### config.mk
export PLATFORM = sky130hd
export DESIGN_NAME = indexed_array_table_engine
export DESIGN_NICKNAME = d
export VERILOG_FILES = /design/src/rtl/iate_pkg.sv /design/src/rtl/iate_store.sv /design/src/rtl/indexed_array_table_engine.sv
export SDC_FILE = /design/constraint.sdc
export NUM_CORES = 2
export LEC_CHECK = 0
export BUFFER_PORTS_ARGS = -buffer_cell sky130_fd_sc_hd__clkbuf_2
export CORE_MARGIN = 2
export CORE_UTILIZATION = 50
export CTS_BUF_LIST = sky130_fd_sc_hd__clkbuf_4
export DETAILED_ROUTE_END_ITERATION = 10
export PLACE_DENSITY = 0.74
export SLEW_MARGIN = 40
export SYNTH_ARGS = -nofsm -noshare
export SYNTH_HDL_FRONTEND = slang
export SYNTH_SLANG_ARGS = --single-unit
### constraint.sdc
create_clock -name i_clk -period 4.7 [get_ports i_clk]
set_clock_uncertainty 0.15 [all_clocks]
set_input_delay 0.705 -clock i_clk [delete_from_list [all_inputs] [get_ports i_clk]]
set_output_delay 0.705 -clock i_clk [all_outputs]
set_load 0.01 [all_outputs]
### src/rtl/iate_pkg.sv
// Shared types and constants of the indexed array table engine.
// No dependencies; every other file of the block but the macros header imports it.
package iate_pkg;

    localparam int DEPTH  = 32;
    localparam int ADDR_W = $clog2(DEPTH);
    localparam int CNT_W  = $clog2(DEPTH + 1);

    localparam logic [2:0] OP_READ   = 3'd0;
    localparam logic [2:0] OP_SEARCH = 3'd1;
    localparam logic [2:0] OP_INSERT = 3'd2;
    localparam logic [2:0] OP_UPDATE = 3'd3;
    localparam logic [2:0] OP_DELETE = 3'd4;

    localparam logic [1:0] ST_OK        = 2'd0;
    localparam logic [1:0] ST_NOT_FOUND = 2'd1;
    localparam logic [1:0] ST_RANGE     = 2'd2;
    localparam logic [1:0] ST_FULL      = 2'd3;

    typedef struct packed {
        logic [2:0]         func;
        logic [5:0]         position;
        logic signed [31:0] operand_value;
    } t_item;

    typedef struct packed {
        logic [1:0]         status;
        logic [4:0]         found_position;
        logic signed [31:0] read_data;
        logic [5:0]         fill_count;
    } t_res;

    typedef struct packed {
        logic              rd_en;
        logic [ADDR_W-1:0] rd_addr;
        logic              wr_en;
        logic [ADDR_W-1:0] wr_addr;
        logic [31:0]       wr_data;
    } t_mem_req;

endpackage

### src/rtl/iate_store.sv
// Entry storage of the table engine: one write port, one registered read port.
// Depends on iate_pkg for the depth and the request struct.
module iate_store (
    input  logic               i_clk,
    input  iate_pkg::t_mem_req i_req,
    output logic [31:0]        o_rd_data
);
    import iate_pkg::*;

    logic [31:0] r_mem [DEPTH];
    logic [31:0] r_rd_data;

    // Entries hold no reset value; only entries below the fill count are read.
    always_ff @(posedge i_clk) begin
        if (i_req.wr_en) begin
            r_mem[i_req.wr_addr] <= i_req.wr_data;
        end
        if (i_req.rd_en) begin
            r_rd_data <= r_mem[i_req.rd_addr];
        end
    end

    assign o_rd_data = r_rd_data;

endmodule

### src/rtl/indexed_array_table_engine.sv
// Read, search, insert and delete pass through a run state; update and rejected beats go straight
// to the finish state. Search, insert and delete walk the entries through the single read port,
// one per cycle. The worst case is a search that misses on a full table; a new beat is accepted
// only after the result is loaded into the output register.
// A finished result sits in the output register while the next beat is worked on.
// Synchronous active-low reset empties the table (fill count zero); no clearing pass.
module indexed_array_table_engine (
    input  logic            i_clk,
    input  logic            i_rst_n,
    input  logic            i_item_valid,
    output logic            o_item_ready,
    input  iate_pkg::t_item i_item,
    output logic            o_res_valid,
    input  logic            i_res_ready,
    output iate_pkg::t_res  o_res
);
    import iate_pkg::*;

    localparam logic [1:0] S_IDLE = 2'd0;
    localparam logic [1:0] S_RUN  = 2'd1;
    localparam logic [1:0] S_FIN  = 2'd2;

    logic [1:0]        r_state, n_state;
    logic [CNT_W-1:0]  r_count, n_count;
    logic              r_out_valid, n_out_valid;
    logic              r_pend, n_pend;
    logic [2:0]        r_op, n_op;
    logic [5:0]        r_pos, n_pos;
    logic [31:0]       r_val, n_val;
    logic [ADDR_W-1:0] r_addr, n_addr;
    logic [ADDR_W-1:0] r_pidx, n_pidx;
    logic [CNT_W-1:0]  r_left, n_left;
    t_res              r_pr, n_pr;
    t_res              r_out, n_out;
    t_mem_req          mem_req;
    logic [31:0]       rd_data;

    iate_store u_store (
        .i_clk     (i_clk),
        .i_req     (mem_req),
        .o_rd_data (rd_data)
    );

    always_comb begin
        n_state     = r_state;
        n_count     = r_count;
        n_out_valid = r_out_valid && !i_res_ready;
        n_pend      = r_pend;
        n_op        = r_op;
        n_pos       = r_pos;
        n_val       = r_val;
        n_addr      = r_addr;
        n_pidx      = r_pidx;
        n_left      = r_left;
        n_pr        = r_pr;
        n_out       = r_out;
        mem_req     = '0;

        case (r_state)
            S_IDLE: begin
                if (i_item_valid) begin
                    n_op   = i_item.func;
                    n_pos  = i_item.position;
                    n_val  = i_item.operand_value;
                    n_pend = 1'b0;
                    n_pr   = '{status: ST_RANGE, found_position: 5'd0,
                               read_data: 32'sd0, fill_count: r_count};
                    n_state = S_FIN;
                    case (i_item.func)
                        OP_READ: begin
                            if (i_item.position < r_count) begin
                                n_addr  = i_item.position[ADDR_W-1:0];
                                n_left  = CNT_W'(1);
                                n_state = S_RUN;
                            end
                        end
                        OP_SEARCH: begin
                            n_addr  = '0;
                            n_left  = r_count;
                            n_state = S_RUN;
                        end
                        OP_INSERT: begin
                            if (i_item.position > r_count) begin
                                n_pr.status = ST_RANGE;
                            end else if (r_count == CNT_W'(DEPTH)) begin
                                n_pr.status = ST_FULL;
                            end else begin
                                // Move entries from the top down so nothing is overwritten.
                                n_addr  = r_count[ADDR_W-1:0] - ADDR_W'(1);
                                n_left  = r_count - i_item.position;
                                n_state = S_RUN;
                            end
                        end
                        OP_UPDATE: begin
                            if (i_item.position < r_count) begin
                                mem_req.wr_en   = 1'b1;
                                mem_req.wr_addr = i_item.position[ADDR_W-1:0];
                                mem_req.wr_data = i_item.operand_value;
                                n_pr.status     = ST_OK;
                            end
                        end
                        OP_DELETE: begin
                            if (i_item.position < r_count) begin
                                n_addr  = i_item.position[ADDR_W-1:0] + ADDR_W'(1);
                                n_left  = r_count - i_item.position - CNT_W'(1);
                                n_state = S_RUN;
                            end
                        end
                        default: begin
                            n_pr.status = ST_RANGE;
                        end
                    endcase
                end
            end

            S_RUN: begin
                // Issue one read a cycle; the data comes back on the following cycle.
                if (r_left != '0) begin
                    mem_req.rd_en   = 1'b1;
                    mem_req.rd_addr = r_addr;
                    n_pidx          = r_addr;
                    n_pend          = 1'b1;
                    n_left          = r_left - CNT_W'(1);
                    n_addr          = (r_op == OP_INSERT) ? r_addr - ADDR_W'(1)
                                                          : r_addr + ADDR_W'(1);
                end else begin
                    n_pend = 1'b0;
                end

                n_pr = '{status: ST_OK, found_position: 5'd0,
                         read_data: 32'sd0, fill_count: r_count};

                if (r_pend) begin
                    case (r_op)
                        OP_INSERT: begin
                            mem_req.wr_en   = 1'b1;
                            mem_req.wr_addr = r_pidx + ADDR_W'(1);
                            mem_req.wr_data = rd_data;
                        end
                        OP_DELETE: begin
                            mem_req.wr_en   = 1'b1;
                            mem_req.wr_addr = r_pidx - ADDR_W'(1);
                            mem_req.wr_data = rd_data;
                        end
                        OP_READ: begin
                            n_pr.read_data = signed'(rd_data);
                            n_state        = S_FIN;
                        end
                        OP_SEARCH: begin
                            if (rd_data == r_val) begin
                                n_pr.found_position = 5'(r_pidx);
                                n_state             = S_FIN;
                            end
                        end
                        default: begin
                            n_state = S_FIN;
                        end
                    endcase
                end

                if (r_left == '0 && !r_pend) begin
                    n_state = S_FIN;
                    case (r_op)
                        OP_INSERT: begin
                            // All later entries have moved up; drop the new value in.
                            mem_req.wr_en   = 1'b1;
                            mem_req.wr_addr = r_pos[ADDR_W-1:0];
                            mem_req.wr_data = r_val;
                            n_count         = r_count + CNT_W'(1);
                            n_pr.fill_count = r_count + CNT_W'(1);
                        end
                        OP_DELETE: begin
                            n_count         = r_count - CNT_W'(1);
                            n_pr.fill_count = r_count - CNT_W'(1);
                        end
                        OP_SEARCH: begin
                            n_pr.status = ST_NOT_FOUND;
                        end
                        default: begin
                            n_pr.status = ST_RANGE;
                        end
                    endcase
                end
            end

            S_FIN: begin
                if (!r_out_valid || i_res_ready) begin
                    n_out_valid = 1'b1;
                    n_out       = r_pr;
                    n_state     = S_IDLE;
                end
            end

            default: begin
                n_state = S_IDLE;
            end
        endcase
    end

    always_ff @(posedge i_clk) begin
        if (!i_rst_n) begin
            r_state     <= S_IDLE;
            r_count     <= '0;
            r_out_valid <= 1'b0;
            r_pend      <= 1'b0;
        end else begin
            r_state     <= n_state;
            r_count     <= n_count;
            r_out_valid <= n_out_valid;
            r_pend      <= n_pend;
        end
    end

    always_ff @(posedge i_clk) begin
        r_op   <= n_op;
        r_pos  <= n_pos;
        r_val  <= n_val;
        r_addr <= n_addr;
        r_pidx <= n_pidx;
        r_left <= n_left;
        r_pr   <= n_pr;
        r_out  <= n_out;
    end

    assign o_item_ready = (r_state == S_IDLE);
    assign o_res_valid  = r_out_valid;
    assign o_res        = r_out;

endmodule

== Yosys cells after proc, flatten, opt, wreduce, memory -nomap -nowiden ==
Memories as Yosys holds them, arrays and structs flattened. A register that Yosys moved wholly into a read port is not among the register bits.
Index checks and enable logic that the tools add are counted.

* Register bits after elaboration: 156
* RAM bits: 1024
* Input bits: 45
* Memories: 1

* $add $sub $neg: 11
* Order comparisons: 2
* Eq/ne operators: 22
* Mux-type cells: 59
* Reductions and logical operators: 20

{| class="wikitable"
|+ Memory list
! name !! depth !! bits a word !! read ports !! clocked after memory_dff !! wr ports !! RTL line !! source
|-
| u_store.r_mem || 32 || 32 || 1 || 1 || 1 || iate_store.sv:10 || <nowiki>logic [31:0] r_mem [DEPTH];</nowiki>
|}

{| class="wikitable"
|+ Operator list
! kind !! count
|-
| 2-to-1 mux 38 bit || 6
|-
| one-hot mux 38 bit (2 select lines) || 2
|-
| one-hot mux 45 bit (2 select lines) || 1
|-
| 2-to-1 mux 6 bit || 9
|-
| 2-to-1 mux 45 bit || 1
|-
| 2-to-1 mux 5 bit || 9
|-
| 2-to-1 mux 37 bit || 1
|-
| == test 32 bit || 1
|-
| 2-to-1 mux 32 bit || 1
|-
| one-hot mux 6 bit (2 select lines) || 2
|-
| one-hot mux 6 bit (4 select lines) || 1
|-
| 2-to-1 mux 2 bit || 10
|-
| one-hot mux 5 bit (4 select lines) || 1
|-
| != test 3 bit (second input constant) || 6
|-
| subtractor 6 x 1 -> 6 bit (second input constant) || 3
|-
| adder 5 x 1 -> 5 bit (second input constant) || 3
|-
| subtractor 5 x 1 -> 5 bit (second input constant) || 3
|-
| one-hot mux 2 bit (2 select lines) || 3
|-
| one-hot mux 2 bit (3 select lines) || 2
|-
| one-hot mux 5 bit (2 select lines) || 1
|-
| == test 3 x 2 -> 1 bit (second input constant) || 3
|-
| 2-to-1 mux 1 bit || 8
|-
| AND reduction 2 bit || 4
|-
| AND reduction 8 bit || 1
|-
| 23 further kinds || 32
|}

== Depth between registers and ports, before layout ==
* Depth after elaboration: 8
* Gate-level depth with buffers: 13
* Gate-level depth less buffers: 11

== Hierarchy ==
From an unflattened synthesis, not the netlist that was laid out.

* Cells, all modules: 2920
* Area total of the unflattened synthesis: 48751.8 um^2

{| class="wikitable"
|+ Modules (own cells, without submodules)
! module !! times used !! cells each !! area an instance (um^2) !! seq. area each (um^2)
|-
| iate_store || 1 || 2260 || 40812.9 || 31710.4
|-
| indexed_array_table_engine || 1 || 660 || 7938.9 || 4584.4
|}

== Worst setup path before layout ==
No wires, ideal clock.

* Kind: input -> register
* From: in i_item[32] in the netlist's numbering
* To: mem u_store.r_mem[30][0], enable pin
* Arrival: 3.981 ns
* Slack: 0.147 ns
* Stages on the path: 10
* Path through: ha_1 > inv_1 > fa_1 > and3_1 > o21ai_0 > a21oi_1 > nand2_1 > or3_4 > a211o_1 > nor2_1

* Longest elaborated chain between the ends: 7

{| class="wikitable"
|+ RTL lines
! what !! RTL line !! source
|-
| from (decl) || indexed_array_table_engine.sv:12 || <nowiki>input iate_pkg::t_item i_item,</nowiki>
|-
| less-than comparator 6 bit || indexed_array_table_engine.sv:95 || <nowiki>if (i_item.position < r_count) begin</nowiki>
|-
| 2-to-1 mux 38 bit * || indexed_array_table_engine.sv:95 ||
|-
| 2-to-1 mux 38 bit * || indexed_array_table_engine.sv:69 || <nowiki>case (i_item.func)</nowiki>
|-
| 2-to-1 mux 38 bit * || indexed_array_table_engine.sv:61 || <nowiki>if (i_item_valid) begin</nowiki>
|-
| one-hot mux 38 bit (2 select lines) * || indexed_array_table_engine.sv:59 || <nowiki>case (r_state)</nowiki>
|-
| 2-to-1 mux 1 bit || iate_store.sv:15 || <nowiki>if (i_req.wr_en) begin</nowiki>
|-
| 2-to-1 mux 1 bit (implied by the code) || iate_store.sv:16 || <nowiki>r_mem[i_req.wr_addr] <= i_req.wr_data;</nowiki>
|-
| to (decl) || iate_store.sv:10 ||
|}

Every way passes the cells marked *; elsewhere a longest branch is shown, timed or not.

== Worst setup path after layout ==
* From: reg r_op[2]
* To: mem u_store.r_mem[0][17], enable pin

* Longest elaborated chain between the ends: 8
* Elaborated cells on any way between the ends: 9

{| class="wikitable"
|+ RTL lines
! what !! RTL line !! source
|-
| from (decl) || indexed_array_table_engine.sv:27 || <nowiki>logic [2:0] r_op, n_op;</nowiki>
|-
| from (signal assigned) || indexed_array_table_engine.sv:215 || <nowiki>r_op <= n_op;</nowiki>
|-
| == test 3 bit / == test 3 x 2 -> 1 bit (equally long branches) || indexed_array_table_engine.sv:134, indexed_array_table_engine.sv:163 ||
|-
| one-hot mux 38 bit (2 select lines) || indexed_array_table_engine.sv:134 || <nowiki>case (r_op)</nowiki>
|-
| 2-to-1 mux 38 bit || indexed_array_table_engine.sv:133 || <nowiki>if (r_pend) begin</nowiki>
|-
| 2-to-1 mux 38 bit || indexed_array_table_engine.sv:163 || <nowiki>case (r_op)</nowiki>
|-
| 2-to-1 mux 38 bit * || indexed_array_table_engine.sv:161 || <nowiki>if (r_left == '0 && !r_pend) begin</nowiki>
|-
| one-hot mux 38 bit (2 select lines) * || indexed_array_table_engine.sv:59 ||
|-
| 2-to-1 mux 1 bit || iate_store.sv:15 ||
|-
| 2-to-1 mux 1 bit (implied by the code) || iate_store.sv:16 ||
|}

Marks and branches as above.

==> impl_metrics.ini <==
[power]
clkPwrFrac_pct = 39.8
swShare_pct = 22.9
vdd_drop_max_uv = 220
p_switching_mw = 5.01
p_per_area_nw_per_um2 = 388
p_leak_nw = 17.6
p_int_mw = 16.9
seq_power_share_pct = 54.7
combPwrFrac_pct = 5.4

[final_layout]
nets = 3790
postLayoutCellArea_sq_um = 56400
syn_to_final_growth_pct = 15.7
final_cell_mix = 1202 x edfxtp_1, 446 x clkbuf_4, 341 x nand2_1, 182 x nor2_1, 159 x mux2i_1
final_common_cell = edfxtp_1
fin_util_pct = 58.4
drive_gt1_share_pct = 21.7

[place]
place_congestion = 0.910
hpwl_mm = 74.9
dp_slack_ns = 0.315
place_area_sq_um = 52200
io_buffers = 91

[min_path]
hp-class = in -> reg

[synthesis]
netlist_area_sq_um = 48800
synth_top_family_by_area = simple AND/OR/NAND/NOR gates
async_reset_ff_share_pct = 0
synth-adder-area-share_pct = 0.492
synth.avg_cell_area_sq_um = 14.7
netlist_instances = 3327
synthMuxAreaShare_pct = 4.26
yosysTopAreaCell = edfxtp_1
synth_edf_count = 1202
ys_types = 87
synthFlopType = edfxtp_1
synth_area_leaders = edfxtp_1 74%, mux2i_1 3.3%, nand2_1 2.6%
synthSimpleGateAreaFrac_pct = 10.1
synth-xor-area-share_pct = 1.10
synth_compound_area_share_pct = 7.44
synth-seq-area-share_pct = 74.4
ys_warn_count = 0
syn_nets = 3390
ys_seq_elements = 1212
yosysTopAreaCellShare_pct = 74.0

[sta]
worst_pin_slew_ns = 0.828
post-route-period-util_pct = 90.3
maxSlewHeadroom_pct = 44.7
hold_viol = 0
timing.final.ws_setup_ns = 0.456
setup_tns_ns = 0
period_minus_slack_ns = 4.24
drv_slew = 0
fmax_ghz = 0.236
whs_ns = 0.182
finalSetupViolCount = 0
grt_setup_unrepaired = no

[die]
initial_core_util_pct = 50.4
fp.dieH_um = 316
ios = 92
die_area_sq_um = 100000
coreArea_sq_um = 96700
placementRows = 114
die_w_um = 316

[critical_path]
path_class = reg -> reg
crit_path_end_kind = register
start_kind = register
cp.arrival_ns = 4.88
crit_fanout = 19
required_ns = 5.34

[drt]
drt_iter0_drc = 3616
drc = 0
vias = 31100
drtPass1Iterations = 6
wl_mm = 129
avgRoutedWirePerCell_um = 24.7
ant_nets = 0
viasPerCell = 5.96

[clocking]
cts_tree = built
clk-insertion-delay-late_ns = 1.17
clk_path_buf_depth = 4
post-cts-setup-buffers = 0
cts-buffers-inserted = 317
path_clk_slew_ns = 0.06
root_buffer = clkbuf_4
h-tree-depth = 5
cts_sinks = 1212

[global_route]
antenna_found_initial = 3
grt_max_degree = 109
grt_pass1_wl_mm = 191
grtUsageTotal_pct = 25.8
overflow = 0
grt_pass1_vias = 31000

[outcome]
status = finished clean

[run]
cap_viol_max_count = 0
## timing repair
action                                 in CTS  in global routing
hold buffers                               43                  0
resized for setup                           0                  0
endpoints found under the hold margin     257                  0
## state kept, by name, indices dropped and copies added, names as in the netlist
register	cells
o_res	45
o_res_valid	1
r_addr	5
r_count	6
r_left	6
r_op	3
r_pend	1
r_pidx	5
r_pos	5
r_pr	45
r_state	2
r_val	32
u_store.o_rd_data	32
u_store.r_mem	1024
## cells by family (layout without fill, tap and decap cells)
kind of cell	after synthesis	in the layout
flip-flops	1212	1212
AND/OR/NAND/NOR	1028	1028
AO/OA/AOI/OAI	580	580
buffers and inverters	228	840
multiplexers	200	200
XOR/XNOR	61	61
adder cells (fa/ha/maj)	18	18
other	0	3
## area by class of cell
class,count,area (sq um)
inverter,32,129
clock buffer,446,3350
clock inverter,85,463
timing repair buffer,277,2580
fill,7193,40300
sequential,1212,36300
tap,1276,1600
antenna,3,7.51
multi-input combinational,1887,12000
## critical path: stages, from the launching register on
cell	delay (ns)
edfxtp_1	0.49
or3b_1	0.47
inv_6	0.09
ha_1	0.21
or4b_1	0.53
o22ai_1	0.15
xor2_1	0.11
a22oi_2	0.20
a2bb2oi_2	0.30
nand2b_4	0.11
nor2_4	0.64
buf_4	0.38
## synth_stat cells (9+ instances only)
master	n
edfxtp_1	1202
nand2_1	341
nor2_1	220
mux2i_1	159
a21oi_1	150
o21ai_0	146
clkbuf_1	118
and2_1	108
o22ai_1	108
nand3_1	100
nand4_1	72
nor3_1	72
a211oi_1	67
buf_2	49
xnor2_1	45
a22oi_1	36
mux2_2	32
nor3b_1	30
inv_1	28
or3_1	28
ha_1	16
xor2_1	16
a31oi_1	11
dfxtp_1	10
buf_4	9
nor4_1	9
## final timing paths
kind | from | endpoint | slack (ns) | cells after the start
worst min register to register | r_pr[41]$_SDFFCE_PN0P_ | o_res[41]$_DFFE_PP_ | 0.22 | 0
worst max register to register | r_op[2]$_DFFE_PP_ | u_store.r_mem[0][17]$_DFFE_PP_ | 0.46 | 11
worst min-delay path | i_item[19] | r_val[19]$_DFFE_PP_ | 0.18 | 2
worst max-delay path | r_op[2]$_DFFE_PP_ | u_store.r_mem[0][17]$_DFFE_PP_ | 0.46 | 11
## metrics by stage
step | std cells | power, mW
final | 5218 | 21.9
after floorplan | 3327 | 12.9
after CTS | 5214 | 22.1
after global routing | 5217 | 22.7
after detailed placement | 4640 | 13.4
after global placement | 4630 | 13.3
## per-layer routing
layer / track usage (%) / vias to the layer above / share of wire, % / wire length (um)
met3: 5.81 / 368 / 10 / 12900
li1: - / 13700 / - / -
met5: 0 / - / 0 / 0
met2: 41.8 / 1935 / 48 / 62500
met1: 32.3 / 15100 / 36 / 46800
met4: 14.5 / 0 / 5.4 / 6930
## power by group through the flow
stage / clock network, mW / registers (mW) / logic (mW)
after floorplan: 0 / 12.2 / 0.719
after global placement: 0 / 12.2 / 1.11
after detailed placement: 0 / 12.2 / 1.14
after CTS: 8.88 / 12.0 / 1.17
after global routing: 9.45 / 12.0 / 1.26
final: 8.74 / 12.0 / 1.19
(Power assumes the default switching activity.)
